<file path="config.mk">
export PLATFORM = sky130hd
export DESIGN_NAME = priority_round_robin_scheduler
export DESIGN_NICKNAME = d
export VERILOG_FILES = /design/src/rtl/prrs_pkg.sv /design/src/rtl/prrs_ctrl.sv /design/src/rtl/prrs_datapath.sv /design/src/rtl/priority_round_robin_scheduler.sv
export SDC_FILE = /design/constraint.sdc
export NUM_CORES = 1
export LEC_CHECK = 0
export BUFFER_PORTS_ARGS = -buffer_cell sky130_fd_sc_hd__buf_2
export CAP_MARGIN = 20
export CORE_MARGIN = 2
export CORE_UTILIZATION = 45
export DETAILED_ROUTE_END_ITERATION = 10
export PLACE_DENSITY_LB_ADDON = 0.25
export SYNTH_ARGS = -nofsm -noshare
export SYNTH_HDL_FRONTEND = slang
export SYNTH_SLANG_ARGS = --single-unit
</file>
<file path="constraint.sdc">
create_clock -name clk -period 8.3 [get_ports clk]
set_input_delay 1.245 -clock clk [delete_from_list [all_inputs] [get_ports clk]]
set_output_delay 1.245 -clock clk [all_outputs]
set_load 0.02 [all_outputs]
</file>
<file path="src/rtl/prrs_pkg.sv">
// Package for the priority round-robin scheduler: sizes, operation codes,
// controller states and the command/status structs between controller and datapath.
// No dependencies.
package prrs_pkg;

    localparam int PRIORITY_LEVELS = 8;
    localparam int THREAD_SLOTS    = 64;

    localparam int LVL_W   = 3;
    localparam int TID_W   = 6;
    localparam int CNT_W   = 7;
    localparam int OP_W    = 3;
    localparam int STEP_W  = 6;
    localparam int CFG_IDX_W  = 1;
    localparam int CFG_DATA_W = 6;
    localparam int IN_TDATA_W  = 16;
    localparam int OUT_TDATA_W = 16;

    localparam logic [CNT_W-1:0]  COUNT_MAX    = 7'd127;
    localparam logic [LVL_W-1:0]  LEAST_URGENT = LVL_W'(PRIORITY_LEVELS - 1);
    localparam logic [STEP_W-1:0] LAST_STEP    = STEP_W'(THREAD_SLOTS - 1);

    typedef enum logic [OP_W-1:0] {
        OP_ADD_HEAD  = 3'd0,
        OP_WAKE_TAIL = 3'd1,
        OP_WAIT      = 3'd2,
        OP_SELECT    = 3'd3,
        OP_RESCHED   = 3'd4,
        OP_PREEMPT   = 3'd5
    } op_t;

    typedef enum logic [CFG_IDX_W-1:0] {
        CFG_IDLE_THREAD = 1'b0,
        CFG_PREEMPT_EN  = 1'b1
    } cfg_index_t;

    typedef enum logic [2:0] {
        ST_IDLE,
        ST_EXEC,
        ST_SEL_POP,
        ST_WALK,
        ST_RESP
    } state_t;

    typedef struct packed {
        logic accept;
        logic exec;
        logic sel_pop;
        logic walk;
        logic load_out;
    } dp_cmd_t;

    typedef struct packed {
        logic go_pop;
        logic go_walk;
        logic walk_done;
        logic out_free;
    } dp_status_t;

endpackage

</file>
<file path="src/rtl/prrs_ctrl.sv">
// Controller state machine of the scheduler.
// Depends on prrs_pkg; drives commands to prrs_datapath.
module prrs_ctrl (
    input  logic                clk,
    input  logic                rst_n,
    input  logic                s_tvalid,
    output logic                s_tready,
    input  prrs_pkg::dp_status_t status,
    output prrs_pkg::dp_cmd_t    cmd
);
    import prrs_pkg::*;

    state_t state_reg, state_next;

    always_ff @(posedge clk or negedge rst_n)
    begin
        if (!rst_n)
        begin
            state_reg <= ST_IDLE;
        end
        else
        begin
            state_reg <= state_next;
        end
    end

    always_comb
    begin
        state_next = state_reg;
        case (state_reg)
            ST_IDLE:
            begin
                if (s_tvalid)
                    state_next = ST_EXEC;
            end
            ST_EXEC:
            begin
                if (status.go_pop)
                    state_next = ST_SEL_POP;
                else if (status.go_walk)
                    state_next = ST_WALK;
                else
                    state_next = ST_RESP;
            end
            ST_SEL_POP:
            begin
                state_next = ST_RESP;
            end
            ST_WALK:
            begin
                if (status.walk_done)
                    state_next = ST_RESP;
            end
            ST_RESP:
            begin
                if (status.out_free)
                    state_next = ST_IDLE;
            end
            default:
            begin
                state_next = ST_IDLE;
            end
        endcase
    end

    always_comb
    begin
        s_tready     = (state_reg == ST_IDLE);
        cmd.accept   = (state_reg == ST_IDLE) && s_tvalid;
        cmd.exec     = (state_reg == ST_EXEC);
        cmd.sel_pop  = (state_reg == ST_SEL_POP);
        cmd.walk     = (state_reg == ST_WALK);
        cmd.load_out = (state_reg == ST_RESP) && status.out_free;
    end

    // An accepted transaction is always decoded in the following cycle.
    a_accept_exec: assert property (@(posedge clk) disable iff (!rst_n)
        cmd.accept |=> (state_reg == ST_EXEC))
        else $error("accepted transaction not decoded");

endmodule

</file>
<file path="src/rtl/prrs_datapath.sv">
// Datapath of the scheduler: per-level queue state, next-link memory,
// list walk registers, configuration registers and the output register.
// Depends on prrs_pkg; controlled by prrs_ctrl.
module prrs_datapath (
    input  logic                            clk,
    input  logic                            rst_n,
    input  prrs_pkg::dp_cmd_t               cmd,
    output prrs_pkg::dp_status_t            status,
    input  logic [prrs_pkg::IN_TDATA_W-1:0] s_tdata,
    output logic                            m_tvalid,
    input  logic                            m_tready,
    output logic [prrs_pkg::OUT_TDATA_W-1:0] m_tdata,
    input  logic                            cfg_valid,
    input  logic                            cfg_ready,
    input  logic [prrs_pkg::CFG_IDX_W-1:0]  cfg_index,
    input  logic [prrs_pkg::CFG_DATA_W-1:0] cfg_data
);
    import prrs_pkg::*;

    // Per-level state.
    logic [TID_W-1:0] head_reg  [PRIORITY_LEVELS];
    logic [TID_W-1:0] tail_reg  [PRIORITY_LEVELS];
    logic [TID_W-1:0] rslot_reg [PRIORITY_LEVELS];
    logic [CNT_W-1:0] cnt_reg   [PRIORITY_LEVELS];
    logic [PRIORITY_LEVELS-1:0] qne_reg, rsv_reg;

    // Scalar state.
    logic [TID_W-1:0] cur_reg, cur_next;
    logic [LVL_W-1:0] curpri_reg, curpri_next;
    logic             need_reg, need_next;
    logic [TID_W-1:0] idle_thr_reg;
    logic             preempt_en_reg;

    // Captured transaction.
    logic [OP_W-1:0]  op_reg;
    logic [TID_W-1:0] tid_reg;
    logic [LVL_W-1:0] pri_reg;
    logic [LVL_W-1:0] lvl_reg, lvl_next;

    // List walk.
    logic [TID_W-1:0]  walk_cur_reg, walk_cur_next;
    logic [TID_W-1:0]  walk_prev_reg, walk_prev_next;
    logic              walk_first_reg, walk_first_next;
    logic [STEP_W-1:0] steps_reg, steps_next;

    // Result flags.
    logic sel_reg, sel_next, idle_reg, idle_next, err_reg, err_next;

    // Output register.
    logic             out_valid_reg;
    logic [TID_W-1:0] out_thread_reg;
    logic             out_sel_reg, out_idle_reg, out_err_reg;

    // Next-link memory.
    logic [TID_W-1:0] link_mem [THREAD_SLOTS];
    logic [TID_W-1:0] rd_addr, rd_data_reg;
    logic             wr_en;
    logic [TID_W-1:0] wr_addr, wr_data;

    // Update of the addressed level.
    logic [LVL_W-1:0] lvl_sel, lvl_x, scan_lvl;
    logic             any_elig, do_sel, upd;
    logic [PRIORITY_LEVELS-1:0] elig;
    logic [TID_W-1:0] h, t, rs;
    logic [CNT_W-1:0] c;
    logic             q, v;
    logic [TID_W-1:0] head_next, tail_next, rslot_next;
    logic [CNT_W-1:0] cnt_next;
    logic             qne_next, rsv_next;
    op_t              op;

    assign op = op_t'(op_reg);

    always_comb
    begin
        for (int i = 0; i < PRIORITY_LEVELS; i++)
        begin
            elig[i] = (cnt_reg[i] != '0) && (qne_reg[i] || rsv_reg[i]);
        end
        scan_lvl = '0;
        for (int i = PRIORITY_LEVELS - 1; i >= 0; i--)
        begin
            if (elig[i])
                scan_lvl = LVL_W'(i);
        end
        any_elig = |elig;
    end

    assign do_sel = (op == OP_SELECT) || ((op == OP_PREEMPT) && need_reg && preempt_en_reg);

    always_comb
    begin
        case (op)
            OP_ADD_HEAD, OP_WAKE_TAIL: lvl_x = pri_reg;
            OP_WAIT:                   lvl_x = curpri_reg;
            default:                   lvl_x = scan_lvl;
        endcase
    end

    assign lvl_sel = cmd.exec ? lvl_x : lvl_reg;
    assign h = head_reg[lvl_sel];
    assign t = tail_reg[lvl_sel];
    assign rs = rslot_reg[lvl_sel];
    assign c = cnt_reg[lvl_sel];
    assign q = qne_reg[lvl_sel];
    assign v = rsv_reg[lvl_sel];

    always_comb
    begin
        upd = 1'b0;
        head_next = h;
        tail_next = t;
        rslot_next = rs;
        cnt_next = c;
        qne_next = q;
        rsv_next = v;
        cur_next = cur_reg;
        curpri_next = curpri_reg;
        need_next = need_reg;
        lvl_next = lvl_reg;
        walk_cur_next = walk_cur_reg;
        walk_prev_next = walk_prev_reg;
        walk_first_next = walk_first_reg;
        steps_next = steps_reg;
        sel_next = sel_reg;
        idle_next = idle_reg;
        err_next = err_reg;
        wr_en = 1'b0;
        wr_addr = t;
        wr_data = tid_reg;
        rd_addr = h;
        status.go_pop = 1'b0;
        status.go_walk = 1'b0;
        status.walk_done = 1'b0;
        status.out_free = !out_valid_reg || m_tready;

        if (cmd.exec)
        begin
            lvl_next = lvl_x;
            sel_next = 1'b0;
            idle_next = 1'b0;
            err_next = 1'b0;
            case (op)
                OP_ADD_HEAD, OP_WAKE_TAIL:
                begin
                    if (c == COUNT_MAX)
                    begin
                        err_next = 1'b1;
                    end
                    else
                    begin
                        upd = 1'b1;
                        cnt_next = c + 1'b1;
                        qne_next = 1'b1;
                        if (op == OP_ADD_HEAD)
                        begin
                            if (q)
                            begin
                                wr_en = 1'b1;
                                wr_addr = tid_reg;
                                wr_data = h;
                            end
                            else
                            begin
                                tail_next = tid_reg;
                            end
                            head_next = tid_reg;
                        end
                        else
                        begin
                            if (q)
                            begin
                                wr_en = 1'b1;
                                wr_addr = t;
                                wr_data = tid_reg;
                            end
                            else
                            begin
                                head_next = tid_reg;
                            end
                            tail_next = tid_reg;
                        end
                    end
                end
                OP_WAIT:
                begin
                    if (c == '0)
                    begin
                        err_next = 1'b1;
                    end
                    else if (v && (rs == cur_reg))
                    begin
                        upd = 1'b1;
                        rsv_next = 1'b0;
                        cnt_next = c - 1'b1;
                    end
                    else if (!q)
                    begin
                        err_next = 1'b1;
                    end
                    else
                    begin
                        // Start the queue walk at the head; its link is read now.
                        status.go_walk = 1'b1;
                        rd_addr = h;
                        walk_cur_next = h;
                        walk_first_next = 1'b1;
                        steps_next = '0;
                    end
                end
                OP_SELECT, OP_PREEMPT:
                begin
                    if (do_sel)
                    begin
                        sel_next = 1'b1;
                        if (op == OP_PREEMPT)
                            need_next = 1'b0;
                        if (!any_elig)
                        begin
                            idle_next = 1'b1;
                            cur_next = idle_thr_reg;
                            curpri_next = LEAST_URGENT;
                        end
                        else if (q)
                        begin
                            status.go_pop = 1'b1;
                            rd_addr = h;
                        end
                        else
                        begin
                            cur_next = rs;
                            curpri_next = lvl_x;
                        end
                    end
                end
                OP_RESCHED:
                begin
                    need_next = 1'b1;
                end
                default:
                begin
                end
            endcase
        end
        else if (cmd.sel_pop)
        begin
            // Pop the head, return the old run-slot thread to the tail.
            upd = 1'b1;
            if (h != t)
            begin
                head_next = rd_data_reg;
                if (v)
                begin
                    wr_en = 1'b1;
                    wr_addr = t;
                    wr_data = rs;
                    tail_next = rs;
                end
            end
            else if (v)
            begin
                head_next = rs;
                tail_next = rs;
            end
            else
            begin
                qne_next = 1'b0;
            end
            rslot_next = h;
            rsv_next = 1'b1;
            cur_next = h;
            curpri_next = lvl_reg;
        end
        else if (cmd.walk)
        begin
            // rd_data_reg holds the link of walk_cur_reg.
            if (walk_cur_reg == cur_reg)
            begin
                status.walk_done = 1'b1;
                upd = 1'b1;
                cnt_next = c - 1'b1;
                if (walk_first_reg)
                begin
                    if (walk_cur_reg == t)
                        qne_next = 1'b0;
                    else
                        head_next = rd_data_reg;
                end
                else
                begin
                    wr_en = 1'b1;
                    wr_addr = walk_prev_reg;
                    wr_data = rd_data_reg;
                    if (walk_cur_reg == t)
                        tail_next = walk_prev_reg;
                end
            end
            else if ((walk_cur_reg == t) || (steps_reg == LAST_STEP))
            begin
                status.walk_done = 1'b1;
                err_next = 1'b1;
            end
            else
            begin
                walk_prev_next = walk_cur_reg;
                walk_cur_next = rd_data_reg;
                walk_first_next = 1'b0;
                steps_next = steps_reg + 1'b1;
                rd_addr = rd_data_reg;
            end
        end
    end

    always_ff @(posedge clk)
    begin
        if (wr_en)
            link_mem[wr_addr] <= wr_data;
        rd_data_reg <= link_mem[rd_addr];
    end

    always_ff @(posedge clk)
    begin
        if (upd)
        begin
            head_reg[lvl_sel] <= head_next;
            tail_reg[lvl_sel] <= tail_next;
            rslot_reg[lvl_sel] <= rslot_next;
        end
        if (cmd.accept)
        begin
            op_reg <= s_tdata[OP_W-1:0];
            tid_reg <= s_tdata[OP_W +: TID_W];
            pri_reg <= s_tdata[OP_W+TID_W +: LVL_W];
        end
        lvl_reg <= lvl_next;
        walk_cur_reg <= walk_cur_next;
        walk_prev_reg <= walk_prev_next;
        walk_first_reg <= walk_first_next;
        steps_reg <= steps_next;
        sel_reg <= sel_next;
        idle_reg <= idle_next;
        err_reg <= err_next;
        if (cmd.load_out)
        begin
            out_thread_reg <= cur_reg;
            out_sel_reg <= sel_reg;
            out_idle_reg <= idle_reg;
            out_err_reg <= err_reg;
        end
    end

    always_ff @(posedge clk or negedge rst_n)
    begin
        if (!rst_n)
        begin
            for (int i = 0; i < PRIORITY_LEVELS; i++)
            begin
                cnt_reg[i] <= '0;
            end
            qne_reg <= '0;
            rsv_reg <= '0;
            cur_reg <= '0;
            curpri_reg <= '0;
            need_reg <= 1'b0;
            idle_thr_reg <= '0;
            preempt_en_reg <= 1'b0;
            out_valid_reg <= 1'b0;
        end
        else
        begin
            if (upd)
            begin
                cnt_reg[lvl_sel] <= cnt_next;
                qne_reg[lvl_sel] <= qne_next;
                rsv_reg[lvl_sel] <= rsv_next;
            end
            cur_reg <= cur_next;
            curpri_reg <= curpri_next;
            need_reg <= need_next;
            if (cfg_valid && cfg_ready)
            begin
                case (cfg_index_t'(cfg_index))
                    CFG_IDLE_THREAD: idle_thr_reg <= cfg_data[TID_W-1:0];
                    CFG_PREEMPT_EN:  preempt_en_reg <= cfg_data[0];
                    default:
                    begin
                    end
                endcase
            end
            if (cmd.load_out)
                out_valid_reg <= 1'b1;
            else if (m_tready)
                out_valid_reg <= 1'b0;
        end
    end

    assign m_tvalid = out_valid_reg;
    assign m_tdata = {{(OUT_TDATA_W-TID_W-3){1'b0}}, out_err_reg, out_idle_reg,
                      out_sel_reg, out_thread_reg};

    // A delivered selection that found a thread leaves it in its level's run slot.
    a_sel_runslot: assert property (@(posedge clk) disable iff (!rst_n)
        (cmd.load_out && sel_reg && !idle_reg) |->
            (rsv_reg[curpri_reg] && (rslot_reg[curpri_reg] == cur_reg)))
        else $error("selected thread not in run slot");

    // Idle is only ever reported as the outcome of a selection.
    a_idle_sel: assert property (@(posedge clk) disable iff (!rst_n)
        (cmd.load_out && idle_reg) |-> sel_reg)
        else $error("idle without selection");

    // The walk ends no later than its step limit.
    a_walk_bound: assert property (@(posedge clk) disable iff (!rst_n)
        (cmd.walk && (steps_reg == LAST_STEP)) |-> status.walk_done)
        else $error("queue walk overran");

endmodule

</file>
<file path="src/rtl/priority_round_robin_scheduler.sv">
// Top level of the multilevel priority round-robin ready-queue scheduler.
// Depends on prrs_pkg, prrs_ctrl and prrs_datapath.
//
//  Channel  Direction  Handshake              Payload
//  s_*      in         s_tvalid / s_tready    s_tdata: operation, thread_id, priority_req
//  m_*      out        m_tvalid / m_tready    m_tdata: thread_out, selected, idle_chosen, error
//  cfg_*    in         cfg_valid / cfg_ready  cfg_index, cfg_data
//
// Each transaction passes through accept, execute and respond for add, wake, request,
// preempt checks without selection and selections that keep the run slot; a selection
// that pops a queue adds a pop step, since the next link comes from a registered memory read.
// A wait that must search the queue walks it entry by entry (up to 64 entries),
// one next-link memory read per step. Reset clears all control state at once; no
// clearing pass is needed. A new transaction is taken while the previous result still
// sits in the output register; a stalled output holds the block in its respond cycle.
module priority_round_robin_scheduler (
    input  logic                                 clk,
    input  logic                                 rst_n,
    input  logic                                 s_tvalid,
    output logic                                 s_tready,
    // [2:0] operation, [8:3] thread_id, [11:9] priority_req, [15:12] zero
    input  logic [prrs_pkg::IN_TDATA_W-1:0]      s_tdata,
    output logic                                 m_tvalid,
    input  logic                                 m_tready,
    // [5:0] thread_out, [6] selected, [7] idle_chosen, [8] error, [15:9] zero
    output logic [prrs_pkg::OUT_TDATA_W-1:0]     m_tdata,
    input  logic                                 cfg_valid,
    output logic                                 cfg_ready,
    input  logic [prrs_pkg::CFG_IDX_W-1:0]       cfg_index,
    input  logic [prrs_pkg::CFG_DATA_W-1:0]      cfg_data
);
    import prrs_pkg::*;

    dp_cmd_t    cmd;
    dp_status_t status;

    // Configuration registers are always writable.
    assign cfg_ready = 1'b1;

    // The controller sequences each transaction through decode, memory steps and response.
    prrs_ctrl u_ctrl (
        .clk      (clk),
        .rst_n    (rst_n),
        .s_tvalid (s_tvalid),
        .s_tready (s_tready),
        .status   (status),
        .cmd      (cmd)
    );

    // The datapath holds the queues, the link memory and the output register.
    prrs_datapath u_dp (
        .clk       (clk),
        .rst_n     (rst_n),
        .cmd       (cmd),
        .status    (status),
        .s_tdata   (s_tdata),
        .m_tvalid  (m_tvalid),
        .m_tready  (m_tready),
        .m_tdata   (m_tdata),
        .cfg_valid (cfg_valid),
        .cfg_ready (cfg_ready),
        .cfg_index (cfg_index),
        .cfg_data  (cfg_data)
    );

endmodule
</file>
==> results.ini, run 1 <==
[drt]
dr_wl_met3_mm = 6.90
drtAntennaViolNets = 0
drt-met1-wl_mm = 35.9
top_layer_used = met4
drt-total-wl_mm = 83.5
viasPerCell = 6.12
met2_length_mm = 37.7
firstDrtPassIters = 5
vias = 20700
drc_errors = 0
drt_iter0_drc = 2341
wl_per_cell_microns = 24.7

[global_route]
grt_first_pass_wirelength_mm = 126
grt_max_degree = 66
overflow = 0
track_usage = 0.239
grt_pass1_vias = 20000
grt_antenna_before_repair = 0

[worst_setup_path]
cp.required_ps = 8820
crit_type = reg -> reg
end_kind = register
crit_arrival_ps = 7750
crit_path_start_kind = register
path_max_fanout = 29

[sta]
finalWorstSetupSlack_ps = 1070
fin_skew_ps = 41.0
slew_violations = 0
worst_slew_pin_slew_ps = 1220
layout_worst_path_cycle_share = 0.872
rsz0062_at_grt = no
tns_ps = 0
finalHoldViolCount = 0
slew_headroom = 0.179
period_minus_slack_ps = 7230
setup_violations = 0
fmax_mhz = 138

[yosys]
async_reset_ff_frac = 0.138
ys_ff_latch = 673
ys_seq_area_frac = 0.649
synth-edff-count = 571
synth_area_sq_um = 30300
synth_top_area_share = 0.566
ys_warn_count = 0
yosysTopAreaCell = edfxtp_1
avgSynthCellArea_sq_um = 12.6
synth_flop_cell = edfxtp_1
synthCells = 2407
synth.area.top_cells = edfxtp_1 57%, dfrtp_1 7.7%, nand2_1 5.0%, mux2i_1 3.7%, mux2_2 2.8%
synthDistinctLibCells = 95

[final_layout]
layout_commonest_cell = edfxtp_1
nFillCells = 5747
drive_above_1_share = 0.147
area_growth_pct = 12.5
largest_register_ffs = 384
final_cell_mix = 571 x edfxtp_1, 402 x nand2_1, 146 x nor2_1
nets = 2480
diodes = 0

[clocking]
cts_buffer_depth = 3
hold_buffers = 0
path_clk_slew_ps = 60
cts_tree = done
cts-root-buf = clkbuf_16
post_cts_buffers = 0
cts_resized = 0
cts_sinks = 673
cts_made_buffers = 73
h-tree-depth = 3
clkLatencyLatePin_ps = 640

[placement]
port-buffer-count = 34
finalWeightedCongestion = 0.912
dpl.hpwl_mm = 53.9
pre_cts_slack_ps = 1100

[die]
die_y_microns = 264
die_area_sq_um = 69400
die_w_microns = 264
fp.coreArea_sq_um = 66900
initial_core_util = 0.453
io_pins = 47
rows = 95

[flow_run]
cap_viol_max_count = 0

[status]
outcome = finished, final reports clean

[min_path]
hp-class = reg -> reg

==> area by class of cell <==
class,count,area (sq um),share of cell area
clock buffers,84,1890,0.0554
clock inverters,46,542,0.0159
inverters,33,126,0.00371
multi-input cells,1551,9920,0.291
flip-flops and latches,673,19700,0.577
well taps,873,1090,0.0320
repair buffers,117,866,0.0254
==> synth_stat cells, types with 15 or more instances <==
| master | n |
|---|---|
| and3_1 | 29 |
| xnor2_1 | 22 |
| edfxtp_1 | 571 |
| mux2_2 | 75 |
| mux2i_1 | 112 |
| nand4_1 | 35 |
| a31oi_1 | 40 |
| a211oi_1 | 19 |
| nor3_1 | 22 |
| o211ai_1 | 28 |
| buf_4 | 22 |
| a22oi_1 | 21 |
| a21oi_1 | 80 |
| buf_2 | 43 |
| a221oi_1 | 24 |
| dfrtp_1 | 93 |
| clkbuf_1 | 71 |
| inv_1 | 21 |
| a32oi_1 | 39 |
| xor2_1 | 15 |
| nand3_1 | 103 |
| o21ai_0 | 74 |
| nand2_1 | 403 |
| nor2_1 | 146 |
| a311oi_1 | 21 |
==> worst max-delay path: stages, from the launching register on <==
cell and delay (ps):
dfrtp_1 490, or3b_2 770, nand2b_1 710, and2_1 410, nand2_4 130, clkinv_2 230, buf_4 410, mux2_2 390
a221oi_1 270, o22a_1 500, xnor2_1 120, nor2_1 150, nand4_1 370, nor2_2 410, o211ai_1 240, or3_1 520
inv_2 560, mux2_2 420
==> cells by family (layout without fill, tap and decap cells) <==
group / count (synthesis) / count (layout) / synth area share
AND/OR/NAND/NOR: 833 / 833 / 0.125
multiplexers: 198 / 198 / 0.0713
adder cells (fa/ha/maj): 3 / 3 / 0.00124
flip-flops: 673 / 673 / 0.649
AO/OA/AOI/OAI: 472 / 472 / 0.113
other: 2 / 8 / 0.000248
buffers and inverters: 189 / 280 / 0.0308
XOR/XNOR: 37 / 37 / 0.0107
==> per-stage QoR <==
| step | hold WS, ps | instance area, sq um | util | instances |
|---|---|---|---|---|
| 4_1_cts | 433 | 34000 | 0.509 | 3374 |
| 3_5_place_dp | 413 | 31600 | 0.472 | 3244 |
| 3_3_place_gp | 410 | 31600 | 0.472 | 3244 |
| 2_1_floorplan | 400 | 30300 | - | 2413 |
| 5_1_grt | 457 | 34100 | 0.509 | 3377 |
| 6_report | 431 | 34100 | 0.509 | 3377 |
==> metal layers <==
metal / vias to the layer above / global-route usage
met2: 992 / 0.365
met1: 10300 / 0.342
met4: 0 / 0.0874
met3: 181 / 0.0428
met5: - / 0
li1: 9209 / -
==> path summary, 6_finish.rpt <==
check / slack, ps / cells past startpoint / startpoint / endpoint
max in group asynchronous: 6520 / 2 / rst_n / u_dp.cur_reg[5]
min in group asynchronous: 540 / 1 / rst_n / u_dp.cnt_reg[13]
min reg2reg: 430 / 0 / u_dp.idle_reg / u_dp.out_idle_reg
max reg2reg: 1070 / 17 / u_ctrl.state_reg[1] / u_dp.cnt_reg[41]
max: 1070 / 17 / u_ctrl.state_reg[1] / u_dp.cnt_reg[41]
min: 430 / 0 / u_dp.idle_reg / u_dp.out_idle_reg
Power of run 1 is left out: the tool's default activity adds up to more than one toggle a clock period on the data nets, which glitch-free logic cannot reach.
==> inputs of run 2 (changes only) <==
--- a/config.mk
+++ b/config.mk
@@ -10,7 +10,7 @@
 export CORE_MARGIN = 2
 export CORE_UTILIZATION = 45
 export DETAILED_ROUTE_END_ITERATION = 10
-export PLACE_DENSITY_LB_ADDON = 0.25
+export SKIP_LAST_GASP = 1
 export SYNTH_ARGS = -nofsm -noshare
 export SYNTH_HDL_FRONTEND = slang
 export SYNTH_SLANG_ARGS = --single-unit
==> run 2 against run 1 <==
Clock-buffer cell count up 16. Hold slack worse by 4.0 ps. Flip-flop and latch count unchanged. Critical endpoint is now u_dp.link_mem[48][3].
==> results.ini, run 2 (same netlist as run 1, synthesis figures left out) <==
[final_layout]
drive_above_1_share = 0.143  ; -0.00331
layout_commonest_cell = edfxtp_1
final_cell_mix = 571 x edfxtp_1, 402 x nand2_1, 146 x nor2_1
diodes = 0  ; unchanged
area_growth_pct = 11.9
fin_cells = 3372  ; -0.15%
nets = 2474  ; -0.24%
final_cell_area_sq_um = 33900  ; -0.53%
largest_register_ffs = 384  ; unchanged

[drt]
drt_iter0_drc = 2231  ; -4.7%
viasPerCell = 6.12  ; about the same
drt-total-wl_mm = 85.0  ; +1.9%
vias = 20600  ; -0.12%
drc_errors = 0  ; unchanged
wl_per_cell_microns = 25.2  ; +2.0%
drtAntennaViolNets = 0  ; unchanged
firstDrtPassIters = 5  ; unchanged

[global_route]
grt_first_pass_wirelength_mm = 128  ; +1.7%
track_usage = 0.245  ; +0.00602
use_met2 = 0.375  ; +0.00977
grt_use_met1 = 0.348  ; +0.00612
grt_max_degree = 73  ; +11%
grt_antenna_before_repair = 4  ; +4
grt_pass1_vias = 20200  ; +0.84%
grt-busiest-layer = met2
overflow = 0  ; unchanged
use_met3 = 0.0519  ; +0.00907

[worst_setup_path]
crit_path_start_kind = register
path_max_fanout = 43  ; +48%
critPathBufInv = 3  ; unchanged
crit_chain = or3b_2 > clkinv_2 > buf_4 > o21a_1 > nand2_2 > inv_2 > nand2_1 > nand3_1 > nand3_1 > nand2_1 > ha_1 > and2_1 > nand4_2 > nand3_1 > mux2i_1 > nor2_1 > a221oi_1 > and2_1 > nand3_1 > nor2_1
cpMaxStageDelayCell = nor2_1
cp.required_ps = 8540  ; -280 ps
crit_top_cell = nand3_1
crit_family = simple AND/OR/NAND/NOR gates
max_stage_delay_ps = 800  ; +30 ps
crit_arrival_ps = 7670  ; -80 ps
end_kind = register
crit_type = reg -> reg

[status]
outcome = finished, final reports clean

[flow_run]
cap_viol_max_count = 0  ; unchanged

[sta]
tns_ps = 0  ; unchanged
finalHoldViolCount = 0  ; unchanged
slew_violations = 0  ; unchanged
worst_slew_pin_slew_ps = 1210  ; -8.42 ps
period_minus_slack_ps = 7430  ; +197 ps
layout_worst_path_cycle_share = 0.895  ; +0.0237
slew_headroom = 0.185  ; +0.00567
fin_skew_ps = 37.1  ; -3.90 ps
setup_violations = 0  ; unchanged
rsz0062_at_grt = no
fmax_mhz = 135  ; -2.7%

[clocking]
post_cts_buffers = 0  ; unchanged
clkLatencyLatePin_ps = 630  ; about the same
cts_sinks = 673  ; unchanged
cts_tree = done
hold_buffers = 0  ; unchanged
cts-root-buf = clkbuf_16
cts_made_buffers = 74  ; +1.4%
path_clk_slew_ps = 60  ; about the same
h-tree-depth = 3  ; unchanged
cts_resized = 0  ; unchanged
cts_buffer_depth = 3  ; unchanged

[placement]
dpl.hpwl_mm = 54.9  ; +1.9%
port-buffer-count = 34  ; unchanged
place_area_sq_um = 31600  ; about the same
finalWeightedCongestion = 0.881  ; -3.3%
dp.cells = 3239  ; -0.15%

[die]
io_pins = 47  ; unchanged
initial_core_util = 0.453  ; unchanged
die_area_sq_um = 69400  ; unchanged
die_y_microns = 264  ; unchanged
fp.coreArea_sq_um = 66900  ; unchanged
die_w_microns = 264  ; unchanged
rows = 95  ; unchanged

[min_path]
hp-class = reg -> reg

[run 2: cell count changes in the layout (fill, tap and decap cells not counted), moves of 2 or more]
| cell | before | now |
|---|---|---|
| inv_16 | 3 | 0 |
| clkbuf_16 | 74 | 76 |
| clkinvlp_4 | 6 | 1 |
| buf_4 | 78 | 71 |
| bufinv_16 | 9 | 4 |
| inv_6 | 2 | 5 |
| clkinv_1 | 18 | 10 |
| clkbuf_8 | 0 | 2 |
| clkbuf_1 | 10 | 22 |
| clkinv_2 | 8 | 14 |
[run 2: metal layers]
metal	vias to the layer above	part of all wire
met5	-	0
met4	0	0.033
met3	194	0.081
met2	921	0.45
met1	10300	0.43
li1	9186	-
[run 2: worst paths after layout]
| path | startpoint | end | slack [ps] | cells past startpoint |
|---|---|---|---|---|
| worst max-delay path | u_ctrl.state_reg[1] | u_dp.link_mem[48][3] | 870 | 20 |
| worst min-delay path | u_dp.idle_reg | u_dp.out_idle_reg | 430 | 0 |
| worst max register to register | u_ctrl.state_reg[1] | u_dp.link_mem[48][3] | 870 | 20 |
| worst min register to register | u_dp.idle_reg | u_dp.out_idle_reg | 430 | 0 |
| max in group asynchronous | rst_n | u_dp.idle_thr_reg[0] | 6580 | 2 |
| min in group asynchronous | rst_n | u_dp.cnt_reg[41] | 540 | 1 |
[run 2: worst reg2reg max path, cell delays in order (launching register included)]
cell and delay, ps:
dfrtp_1 500, or3b_2 780, clkinv_2 130, buf_4 460, o21a_1 300, nand2_2 320
inv_2 650, nand2_1 120, nand3_1 130, nand3_1 90, nand2_1 200, ha_1 200
and2_1 200, nand4_2 240, nand3_1 340, mux2i_1 220, nor2_1 50, a221oi_1 470
and2_1 290, nand3_1 570, nor2_1 800
[run 2: layout make-up]
type,count,area (sq um)
fillers,5709,33000
flip-flops and latches,673,19700
multi-input cells,1551,9920
clock buffers,100,2010
well taps,873,1090
repair buffers,110,810
clock inverters,32,295
inverters,33,126
[run 2: stage by stage]
step	hold slack (ps)	utilization	setup slack (ps)
3_5_place_dp	415	0.472	931
4_1_cts	428	0.507	881
3_3_place_gp	414	0.472	976
2_1_floorplan	400	-	1130
5_1_grt	443	0.507	450
6_report	427	0.507	869
Power of run 2 is left out for the same reason.
